`config.mk`:
```
export PLATFORM = sky130hd
export DESIGN_NAME = sbpm_ctrl
export DESIGN_NICKNAME = d
export VERILOG_FILES = /design/src/design/sbpm_pkg.sv /design/src/design/sbpm_ctrl.sv
export SDC_FILE = /design/constraint.sdc
export NUM_CORES = 1
export LEC_CHECK = 0
export BUFFER_PORTS_ARGS = -buffer_cell sky130_fd_sc_hd__buf_2
export CAP_MARGIN = 20
export CORE_UTILIZATION = 53
export DETAILED_ROUTE_END_ITERATION = 8
export HOLD_SLACK_MARGIN = 0.08
export PLACE_DENSITY_LB_ADDON = 0.25
export SYNTH_ARGS = -nofsm -noshare
export SYNTH_HDL_FRONTEND = slang
export SYNTH_SLANG_ARGS = --single-unit
```
`constraint.sdc`:
```
create_clock -name clk -period 2.6 [get_ports clk]
set_clock_uncertainty 0.15 [all_clocks]
set_input_delay 0.65 -clock clk [delete_from_list [all_inputs] [get_ports clk]]
set_output_delay 0.65 -clock clk [all_outputs]
set_load 0.05 [all_outputs]
```
`src/design/sbpm_pkg.sv`:
```
// ----------------------------------------------------------------------------
// sbpm_pkg
// Shared constants, codes and controller/datapath interface types for the
// seeded block permutation mapper.
// ----------------------------------------------------------------------------
package sbpm_pkg;

    // table geometry
    localparam int MAX_BLOCKS = 4096;
    localparam int IDX_W      = $clog2(MAX_BLOCKS);
    localparam int CNT_W      = IDX_W + 1;

    // field widths
    localparam int SEED_W  = 32;
    localparam int SIDE_W  = 9;
    localparam int COORD_W = 20;
    localparam int STAT_W  = 2;
    localparam int CFG_IDX_W  = 3;
    localparam int CFG_DATA_W = 32;

    // lcg constants
    localparam logic [SEED_W-1:0] LCG_MUL = 32'd1664525;
    localparam logic [SEED_W-1:0] LCG_ADD = 32'd1013904223;

    // divider geometry: full op takes the lcg value shifted right by one
    localparam int DIV_N     = SEED_W - 1;
    localparam int DIV_CNT_W = $clog2(DIV_N + 1);

    // opcodes
    localparam logic OPC_GENERATE = 1'b0;
    localparam logic OPC_LOOKUP   = 1'b1;

    // result status codes
    localparam logic [STAT_W-1:0] STAT_OK           = 2'd0;
    localparam logic [STAT_W-1:0] STAT_NOT_READY    = 2'd1;
    localparam logic [STAT_W-1:0] STAT_OUT_OF_RANGE = 2'd2;

    // configuration register indexes
    localparam logic [CFG_IDX_W-1:0] CFG_SEED    = 3'd0;
    localparam logic [CFG_IDX_W-1:0] CFG_TOTAL   = 3'd1;
    localparam logic [CFG_IDX_W-1:0] CFG_ACROSS  = 3'd2;
    localparam logic [CFG_IDX_W-1:0] CFG_SIDE    = 3'd3;
    localparam logic [CFG_IDX_W-1:0] CFG_DECRYPT = 3'd4;

    // datapath commands
    typedef enum logic [4:0] {
        OP_NOP,
        OP_GEN_START,
        OP_LK_START,
        OP_FILL,
        OP_LCG,
        OP_DIV_J,
        OP_RD_I,
        OP_RD_J,
        OP_WR_I,
        OP_WR_J,
        OP_LK_MAP,
        OP_DIV_SRC,
        OP_SAVE_SRC,
        OP_DIV_DST,
        OP_SAVE_DST,
        OP_RES_GEN,
        OP_RES_NR,
        OP_RES_OOR,
        OP_RES_LOOK
    } dp_op_t;

    // datapath status back to the controller
    typedef struct packed {
        logic table_ready;
        logic idx_oor;
        logic fill_done;
        logic shuf_more;
        logic div_done;
    } dp_status_t;

endpackage

```
`src/design/sbpm_ctrl.sv`:
```
// ----------------------------------------------------------------------------
// sbpm_ctrl
// Controller state machine: sequences table fill, shuffle steps and lookups,
// issuing one datapath command per cycle.
// ----------------------------------------------------------------------------
module sbpm_ctrl
    import sbpm_pkg::*;
(
    input  logic       clk,
    input  logic       rst_n,
    input  logic       start,
    input  logic       opcode,
    output logic       busy,
    input  dp_status_t dp_status,
    output dp_op_t     dp_cmd
);

    typedef enum logic [4:0] {
        S_IDLE,
        S_FILL,
        S_SHUF_CHK,
        S_LCG,
        S_DIV_J,
        S_WAIT_J,
        S_RD_I,
        S_RD_J,
        S_WR_I,
        S_WR_J,
        S_RES_GEN,
        S_RES_NR,
        S_RES_OOR,
        S_LK_MAP,
        S_DIV_SRC,
        S_WAIT_SRC,
        S_DIV_DST,
        S_WAIT_DST,
        S_RES_LOOK
    } state_t;

    state_t state_reg;
    state_t state_next;
    logic   busy_reg;
    logic   busy_next;

    // next state and command decode
    always_comb
    begin
        state_next = state_reg;
        dp_cmd     = OP_NOP;
        unique case (state_reg)
            S_IDLE:
            begin
                if (start)
                begin
                    if (opcode == OPC_GENERATE)
                    begin
                        dp_cmd     = OP_GEN_START;
                        state_next = S_FILL;
                    end
                    else if (!dp_status.table_ready)
                    begin
                        state_next = S_RES_NR;
                    end
                    else if (dp_status.idx_oor)
                    begin
                        state_next = S_RES_OOR;
                    end
                    else
                    begin
                        dp_cmd     = OP_LK_START;
                        state_next = S_LK_MAP;
                    end
                end
            end
            S_FILL:
            begin
                if (dp_status.fill_done)
                begin
                    state_next = S_SHUF_CHK;
                end
                else
                begin
                    dp_cmd = OP_FILL;
                end
            end
            S_SHUF_CHK:
            begin
                state_next = dp_status.shuf_more ? S_LCG : S_RES_GEN;
            end
            S_LCG:
            begin
                dp_cmd     = OP_LCG;
                state_next = S_DIV_J;
            end
            S_DIV_J:
            begin
                dp_cmd     = OP_DIV_J;
                state_next = S_WAIT_J;
            end
            S_WAIT_J:
            begin
                if (dp_status.div_done)
                begin
                    state_next = S_RD_I;
                end
            end
            S_RD_I:
            begin
                dp_cmd     = OP_RD_I;
                state_next = S_RD_J;
            end
            S_RD_J:
            begin
                dp_cmd     = OP_RD_J;
                state_next = S_WR_I;
            end
            S_WR_I:
            begin
                dp_cmd     = OP_WR_I;
                state_next = S_WR_J;
            end
            S_WR_J:
            begin
                dp_cmd     = OP_WR_J;
                state_next = S_SHUF_CHK;
            end
            S_RES_GEN:
            begin
                dp_cmd     = OP_RES_GEN;
                state_next = S_IDLE;
            end
            S_RES_NR:
            begin
                dp_cmd     = OP_RES_NR;
                state_next = S_IDLE;
            end
            S_RES_OOR:
            begin
                dp_cmd     = OP_RES_OOR;
                state_next = S_IDLE;
            end
            S_LK_MAP:
            begin
                dp_cmd     = OP_LK_MAP;
                state_next = S_DIV_SRC;
            end
            S_DIV_SRC:
            begin
                dp_cmd     = OP_DIV_SRC;
                state_next = S_WAIT_SRC;
            end
            S_WAIT_SRC:
            begin
                if (dp_status.div_done)
                begin
                    dp_cmd     = OP_SAVE_SRC;
                    state_next = S_DIV_DST;
                end
            end
            S_DIV_DST:
            begin
                dp_cmd     = OP_DIV_DST;
                state_next = S_WAIT_DST;
            end
            S_WAIT_DST:
            begin
                if (dp_status.div_done)
                begin
                    dp_cmd     = OP_SAVE_DST;
                    state_next = S_RES_LOOK;
                end
            end
            S_RES_LOOK:
            begin
                dp_cmd     = OP_RES_LOOK;
                state_next = S_IDLE;
            end
            default:
            begin
                state_next = S_IDLE;
            end
        endcase
    end

    assign busy_next = (state_next != S_IDLE);

    // state and registered busy
    always_ff @(posedge clk or negedge rst_n)
    begin
        if (!rst_n)
        begin
            state_reg <= S_IDLE;
            busy_reg  <= 1'b0;
        end
        else
        begin
            state_reg <= state_next;
            busy_reg  <= busy_next;
        end
    end

    assign busy = busy_reg;

endmodule

```
* Word level (Yosys, flattened, before mapping) *
Index checks and enable logic that the tools add are counted.

storage, ports and cells
  bits in registers = 6
  input port bits = 9
  output and inout port bits = 6
  logic and storage cells = 40

cells by class
  equal/unequal tests = 18
  multiplexer cells = 18
  reduce and logical (&&, ||, !) cells = 2

operator list
  kind                                                                   count
  5-bit one-hot mux with 17 select lines                                 1
  5-bit one-hot mux with 15 select lines                                 1
  5-bit by 4-bit equality test with 1-bit output, second input constant  8
  5-bit two-way mux                                                      5
  5-bit by 3-bit equality test with 1-bit output, second input constant  4
  4-bit two-way mux                                                      4
  5-bit equality test, second input constant                             3
  5-bit by 2-bit equality test with 1-bit output, second input constant  2
  2-bit two-way mux                                                      5
  5-bit by 1-bit equality test with 1-bit output, second input constant  1
  5-bit zero test                                                        1
  5-bit nonzero test                                                     1
  3-bit two-way mux                                                      1
  1-bit two-way mux                                                      1

* Depth between registers and ports, before layout *
Gate-level depths: netlist of the first run.

  depth in word-level cells = 6
  gate-level depth with buffers = 7
  depth with buffers taken out = 5

* Worst setup path after synthesis of the first run *
OpenSTA, ideal clock, no wires.

  path type = in2out
  start point = input dp_status[4] (netlist bit)
  end point = output dp_cmd[1]
  arrival time = 2.322 ns
  data required time = 1.800 ns
  path slack = -0.522 ns
  cell stages on the path = 5
  path buffers = 0
  path through = and3_1 a2bb2oi_1 nor3_1 a211oi_1 o32ai_1

between the ends
  cells in the longest elaborated chain, start to end = 4

ends and longest elaborated chain
  item                                    RTL line         source
  start, declared                         sbpm_ctrl.sv:14  input dp_status_t dp_status,
  2-bit two-way mux                       sbpm_ctrl.sv:60  else if (!dp_status.table_ready)
  2-bit two-way mux                       sbpm_ctrl.sv:55  if (opcode == OPC_GENERATE)
  2-bit two-way mux                       sbpm_ctrl.sv:53  if (start)
  5-bit one-hot mux with 17 select lines  sbpm_ctrl.sv:50  unique case (state_reg)
  end, declared                           sbpm_ctrl.sv:15  output dp_op_t dp_cmd

Every way passes these cells.

* Final worst setup path of the first run *
  start point = input opcode
  end point = output dp_cmd[1]

between the ends
  cells in the longest elaborated chain, start to end = 3

ends and longest elaborated chain
  item                                    RTL line         source
  start, declared                         sbpm_ctrl.sv:12  input logic opcode,
  2-bit two-way mux                       sbpm_ctrl.sv:55
  2-bit two-way mux                       sbpm_ctrl.sv:53
  5-bit one-hot mux with 17 select lines  sbpm_ctrl.sv:50

Every way passes these cells.

==> impl_metrics.tcl, run 1 <==
set metrics [dict create \
    worstRegToRegCells 6 \
    clkLatencyLatePin_ns 0.24 \
    total_switching_power_mw 0.702 \
    floorplan.die.width_um 39.9 \
    total_leakage_power_nw 0.378 \
    final_critical_path_share_of_the_clock_period 0.971 \
    min_hold_slack_ns 0.573 \
    die_outline_height_um 39.9 \
    synth.top_cell.area_share 0.197 \
    cts_sinks 6 \
    synth-async-reset-ratio 1.00 \
    post_route_cells_drive_above_1_share 0.298 \
    post_synth_main_area_contributors "sky130_fd_sc_hd__dfrtp_1 (20%), sky130_fd_sc_hd__o21ai_0 (8.6%), sky130_fd_sc_hd__buf_6 (5.9%)" \
    drt_wl_total_mm 2.09 \
    grt_pass1_vias 685 \
    ys.warnings.count 0 \
    first_pass_grt_wire_length_mm 3.06 \
    grt_setup_unrepaired "false" \
    drc 0 \
    buffer_levels_on_the_longest_clock_path 2 \
    synthesized_netlist_cell_count 104 \
    crit_arrival_ns 1.72 \
    post_drt_via_cell_ratio 6.45 \
    ant_nets 0 \
    cp-start-kind "primary input" \
    fin_total_pwr_mw 1.27 \
    cell_internal_pwr_mw 0.572 \
    floorplan.initialDensity 0.577 \
    num_vias 877 \
    grt_start_max_net_pins 19 \
    cts-buffers-inserted 3 \
    clock_power_share 0.066 \
    finalSetupTns_ns 0 \
    finalInstanceArea_um2 910 \
    r2r_start "state_reg[3]" \
    drt_iter0_markers 30 \
    global_route.overflow_total 0 \
    final_hpwl_from_detailed_placement_mm 1.51 \
    crit_path_end_kind "output pin" \
    ios 15 \
    placeableCoreArea_um2 1320 \
    share_seq_of_total_power 0.164 \
    share_comb_of_total_power 0.770 \
    timing.final.ws_setup_ns 0.0759 \
    fp-row-count 13 \
    hold_path_depth 3 \
    clk_pin_slew_ns 0.04 \
    reg2reg_setup_slack_ns 0.45 \
    worst-path-max-fanout 4 \
    ys_dominant_reg_cell "sky130_fd_sc_hd__dfrtp_1" \
    status "complete, no violations" \
    yosys.area.top_type "sky130_fd_sc_hd__dfrtp_1" \
    globalRouteTotalUtil 0.285 \
    first_pass_iters 4 \
    nNetsFinal 132 \
    power.share.switching 0.551 \
    sequential_to_total_area_share_from_yosys_stat 0.197 \
    antenna_cells_inserted 0 \
    drt-wirelength-per-cell_um 15.4 \
    numPortBuffers 14 \
    gpl.final_weighted_congestion 0.936 \
    antenna_found_initial 0 \
    pwr_density_cell_nw_per_um2 1400 \
    criticalPathCategory "in2out" \
    post-cts-setup-buffer-count 0 \
    report.final.slew_viol_count 0 \
    final.min_clock_period_ns 2.52 \
    maxCapViolCount 0 \
    post_synth.cell_area_avg_um2 7.31 \
    preCtsSetupSlack_ns 0.0371 \
    worstHoldPathType "in2reg" \
    final_setup_violation_count 0 \
    tightest_pin_transition_ns 0.355 \
    syn_area_um2 761 \
    hold_viol 0 \
    synth_edf_count 0 \
    design.die.area_um2 1590 \
    postLayoutCoreUtil 0.690 \
    mappedNetlistNets 113 \
    worstReg2RegEnd "busy" \
    ir_drop_mv 0.701 \
    postSynthRegisterBits 6 \
    final_cells 136 \
    cts_root_buffer "sky130_fd_sc_hd__clkbuf_4" \
    max_slew_margin 0.762 \
    placedInstanceArea_um2 857 \
    timing_limited_maximum_frequency_mhz 396 \
    tritoncts "built" \
    min_delay_worst_endpoint "state_reg[0]" \
    syn2layout_area_growth_pct 19.6 \
    netlist-cell-type-count 41 \
    critical_path_required_ns 1.80 \
    cts_max_level 1 \
    placed_cells 132 \
    min-delay-start "dp_status[1]" \
    max_reg_flops 5 \
]
what timing repair did:
item                                   CTS  global route
hold buffers                             1             0
setup endpoints to repair                0             5
endpoints found under the hold margin    6             0
resized for setup                        0            11
cells in the final DEF, fill, tap and decap left out, types with 2 or more instances in the layout:
master | netlist | layout
sky130_fd_sc_hd__o21ai_0 | 13 | 12
sky130_fd_sc_hd__buf_2 | 2 | 11
sky130_fd_sc_hd__buf_4 | 2 | 10
sky130_fd_sc_hd__nor2_1 | 8 | 8
sky130_fd_sc_hd__a21oi_1 | 7 | 7
sky130_fd_sc_hd__nand3_1 | 6 | 6
sky130_fd_sc_hd__inv_1 | 5 | 5
sky130_fd_sc_hd__nor2b_1 | 5 | 5
sky130_fd_sc_hd__nand2_1 | 5 | 5
sky130_fd_sc_hd__nor3_1 | 3 | 3
sky130_fd_sc_hd__dfrtp_1 | 6 | 3
sky130_fd_sc_hd__clkbuf_4 | 0 | 3
sky130_fd_sc_hd__dfrtp_2 | 0 | 3
sky130_fd_sc_hd__o211ai_1 | 2 | 2
sky130_fd_sc_hd__o32ai_2 | 0 | 2
sky130_fd_sc_hd__nand2b_1 | 2 | 2
sky130_fd_sc_hd__and3b_1 | 2 | 2
sky130_fd_sc_hd__o22ai_1 | 3 | 2
sky130_fd_sc_hd__nor4_1 | 2 | 2
sky130_fd_sc_hd__a32oi_1 | 2 | 2
sky130_fd_sc_hd__or3_1 | 2 | 2
sky130_fd_sc_hd__o21ai_1 | 1 | 2
logic make-up (layout without fill, tap and decap cells):
logic type / count (synthesis) / count (layout) / share of synthesized area
compound gates: 39 / 39 / 0.331
xor+xnor: 1 / 1 / 0.0115
buf+inv: 14 / 31 / 0.122
flops: 6 / 6 / 0.197
simple gates: 44 / 44 / 0.339
per-layer routing:
metal,track usage,vias up,wire length (um)
met1,0.397,401,960
met2,0.440,44,950
met3,0.0568,4,149
met5,0,-,0
li1,-,428,-
met4,0.0690,0,29
layout make-up:
cell class | instances | area [um2]
inverters | 5 | 18.8
multi-input cells | 84 | 544
well taps | 15 | 18.8
fillers | 124 | 408
clock buffers | 3 | 22.5
repair buffers | 23 | 151
flip-flops and latches | 6 | 154
worst max path at each step:
stage / startpoint / end / slack, ns
after CTS: state_reg[1] / dp_cmd[0] / 0.006
after detailed placement: dp_status[4] / dp_cmd[1] / 0.04
final: opcode / dp_cmd[1] / 0.08
after global placement: dp_status[4] / dp_cmd[1] / 0.06
after global routing: state_reg[0] / dp_cmd[0] / 0.006
after floorplan: dp_status[4] / dp_cmd[1] / -0.03
worst max-delay path, cell delays in order:
cell and delay (ns):
sky130_fd_sc_hd__buf_2 0.11, sky130_fd_sc_hd__and3_1 0.18, sky130_fd_sc_hd__a2bb2oi_1 0.07, sky130_fd_sc_hd__nor3_1 0.17
sky130_fd_sc_hd__a211oi_2 0.07, sky130_fd_sc_hd__o32ai_2 0.24, sky130_fd_sc_hd__buf_4 0.23
power groups by stage:
stage          Clock [mW]  Sequential (mW)  Combinational, mW
2_1_floorplan           0            0.177              0.793
5_1_grt            0.0934            0.210               1.06
6_report           0.0845            0.209              0.981
3_3_place_gp            0            0.196              0.929
4_1_cts            0.0883            0.194              0.944
3_5_place_dp            0            0.195              0.940
synthesized netlist by cell type (2+ instances only):
cell and count:
sky130_fd_sc_hd__nor4_1 2, sky130_fd_sc_hd__and3b_1 2, sky130_fd_sc_hd__o21ai_0 13, sky130_fd_sc_hd__o211ai_1 2
sky130_fd_sc_hd__nand3_1 6, sky130_fd_sc_hd__inv_1 5, sky130_fd_sc_hd__o32ai_1 2, sky130_fd_sc_hd__buf_2 2
sky130_fd_sc_hd__buf_6 4, sky130_fd_sc_hd__a32oi_1 2, sky130_fd_sc_hd__dfrtp_1 6, sky130_fd_sc_hd__or3_1 2
sky130_fd_sc_hd__nor2_1 8, sky130_fd_sc_hd__a21oi_1 7, sky130_fd_sc_hd__buf_4 2, sky130_fd_sc_hd__nand2b_1 2
sky130_fd_sc_hd__nand2_1 5, sky130_fd_sc_hd__nor3_1 3, sky130_fd_sc_hd__nor2b_1 5, sky130_fd_sc_hd__o22ai_1 3
No activity file was read; power rests on OpenSTA's default activity.
==> inputs of run 2 (changes only) <==
CORE_MARGIN = 3   (was unset)
==> impl_metrics.tcl, run 2 (synthesis results as in run 1) <==
set metrics [dict create \
    status "complete, no violations" \
    use_met1 0.299 \
    post_drt_via_cell_ratio 6.42 \
    maxCapViolCount 0 \
    floorplan.die.width_um 43.9 \
    ant_nets 0 \
    gpl.final_weighted_congestion 0.933 \
    ir_drop_mv 0.693 \
    first_pass_grt_wire_length_mm 3.36 \
    report.final.slew_viol_count 0 \
    max_slew_margin 0.759 \
    min_hold_slack_ns 0.554 \
    timing_limited_maximum_frequency_mhz 390 \
    final_hpwl_from_detailed_placement_mm 1.48 \
    nNetsFinal 131 \
    pwr_density_cell_nw_per_um2 1400 \
    criticalPathCategory "reg2out" \
    placeableCoreArea_um2 1320 \
    final_critical_path_share_of_the_clock_period 0.986 \
    cts_root_buffer "sky130_fd_sc_hd__clkbuf_4" \
    post_route_cells_drive_above_1_share 0.258 \
    grt_start_max_net_pins 19 \
    preCtsSetupSlack_ns -0.00412 \
    placedInstanceArea_um2 850 \
    cp-start-kind "flip-flop" \
    finalInstanceArea_um2 890 \
    globalRoute.busiestLayer "met2" \
    crit_path_end_kind "output pin" \
    design.die.area_um2 1930 \
    timing.final.ws_setup_ns 0.0370 \
    clkLatencyLatePin_ns 0.24 \
    final.min_clock_period_ns 2.56 \
    cts-buffers-inserted 3 \
    fp-row-count 13 \
    final_setup_violation_count 0 \
    drt-wirelength-per-cell_um 14.6 \
    die_outline_height_um 43.9 \
    most_common_cell_after_layout_fill_and_taps_aside "sky130_fd_sc_hd__o21ai_0" \
    antenna_found_initial 0 \
    global_route.overflow_total 0 \
    grt_setup_unrepaired "true" \
    numPortBuffers 14 \
    num_vias 867 \
    global_route.usage.met2 0.372 \
    cts_sinks 6 \
    first_pass_iters 4 \
    worstHoldPathType "in2reg" \
    cell_with_the_largest_stage_delay_on_the_worst_path "sky130_fd_sc_hd__dfrtp_1" \
    use_met3 0.0747 \
    critical-path-max-stage-delay_ns 0.43 \
    finalSetupTns_ns 0 \
    tightest_pin_transition_ns 0.358 \
    mostFrequentLayoutCells "sky130_fd_sc_hd__o21ai_0 (12), sky130_fd_sc_hd__buf_2 (11), sky130_fd_sc_hd__nor2_1 (8), sky130_fd_sc_hd__buf_4 (8), sky130_fd_sc_hd__a21oi_1 (7)" \
    clk_pin_slew_ns 0.04 \
    total_leakage_power_nw 0.374 \
    buffer_levels_on_the_longest_clock_path 2 \
    crit_path_cell_trace "buf_4, nand2_1, nor2_1, o21ai_0, o311a_1, o22ai_2, clkbuf_4" \
    drt_iter0_markers 36 \
    globalRouteTotalUtil 0.235 \
    critical_path_required_ns 1.80 \
    drt_wl_total_mm 1.97 \
    cts_max_level 1 \
    worst-path-max-fanout 18 \
    max_reg_flops 5 \
    tritoncts "built" \
    floorplan.initialDensity 0.577 \
    syn2layout_area_growth_pct 16.9 \
    hold_viol 0 \
    post-cts-setup-buffer-count 0 \
    grt_pass1_vias 756 \
    drc 0 \
    ios 15 \
    antenna_cells_inserted 0 \
    crit_arrival_ns 1.76 \
]
-- run 2: changes by cell type in the layout (fill, tap and decap cells not counted) --
cell / change
sky130_fd_sc_hd__a211oi_1: +1
sky130_fd_sc_hd__a211oi_2: -1
sky130_fd_sc_hd__buf_4: -2
sky130_fd_sc_hd__buf_6: -1
sky130_fd_sc_hd__clkbuf_4: +2
sky130_fd_sc_hd__dfrtp_1: +3
sky130_fd_sc_hd__dfrtp_2: -3
-- run 2: metrics by stage --
stage	utilization	std cells	power [mW]
5_1_grt	0.675	135	1.34
2_1_floorplan	-	104	0.970
3_3_place_gp	0.645	131	1.12
4_1_cts	0.670	135	1.21
3_5_place_dp	0.645	131	1.12
6_report	0.675	135	1.24
-- run 2: final timing paths --
check / startpoint / end / slack (ns) / cells after the start
hold / removal: dp_status[1] / state_reg[0] / 0.55 / 3
max in group asynchronous: rst_n / busy / 1.57 / 2
hold reg to reg: state_reg[4] / state_reg[4] / 0.64 / 2
min in group asynchronous: rst_n / state_reg[2] / 0.60 / 2
setup reg to reg: state_reg[2] / busy / 0.45 / 6
setup / recovery: state_reg[1] / dp_cmd[0] / 0.04 / 7
-- run 2: routing by layer --
metal  share of wire  vias up  wire, um
li1                -      421         -
met1            0.46      412       915
met2            0.46       32       907
met3           0.062        2       122
met4           0.013        0        25
met5               0        -         0
-- run 2: worst max-delay path, delay by kind of cell, from the launching register on --
family	cells	cell delay [ns]
DFF	1	0.43
AOI/OAI and AO/OA	3	0.48
and+or+nand+nor	2	0.15
buffers and inverters	2	0.43
-- run 2: power by group --
part / total, mW / internal [mW] / switching [mW]
Sequential: 0.182 / 0.132 / 0.0502
Clock: 0.0834 / 0.0521 / 0.0314
Combinational: 0.976 / 0.371 / 0.605
-- run 2: final cells by class --
class,instances,area [um2]
inverter,5,18.8
fill,125,428
multi-input combinational,84,539
tap,15,18.8
clock buffer,3,22.5
sequential,6,150
timing repair buffer,22,140
-- run 2: timing repair --
| action | 4_1_cts | 5_1_grt |
|---|---|---|
| setup endpoints to repair | 1 | 3 |
| gates resized for setup | 0 | 4 |
| hold buffers | 1 | 0 |
| pin swaps | 1 | 0 |
| endpoints found under the hold margin | 6 | 0 |
| cloned | 0 | 0 |
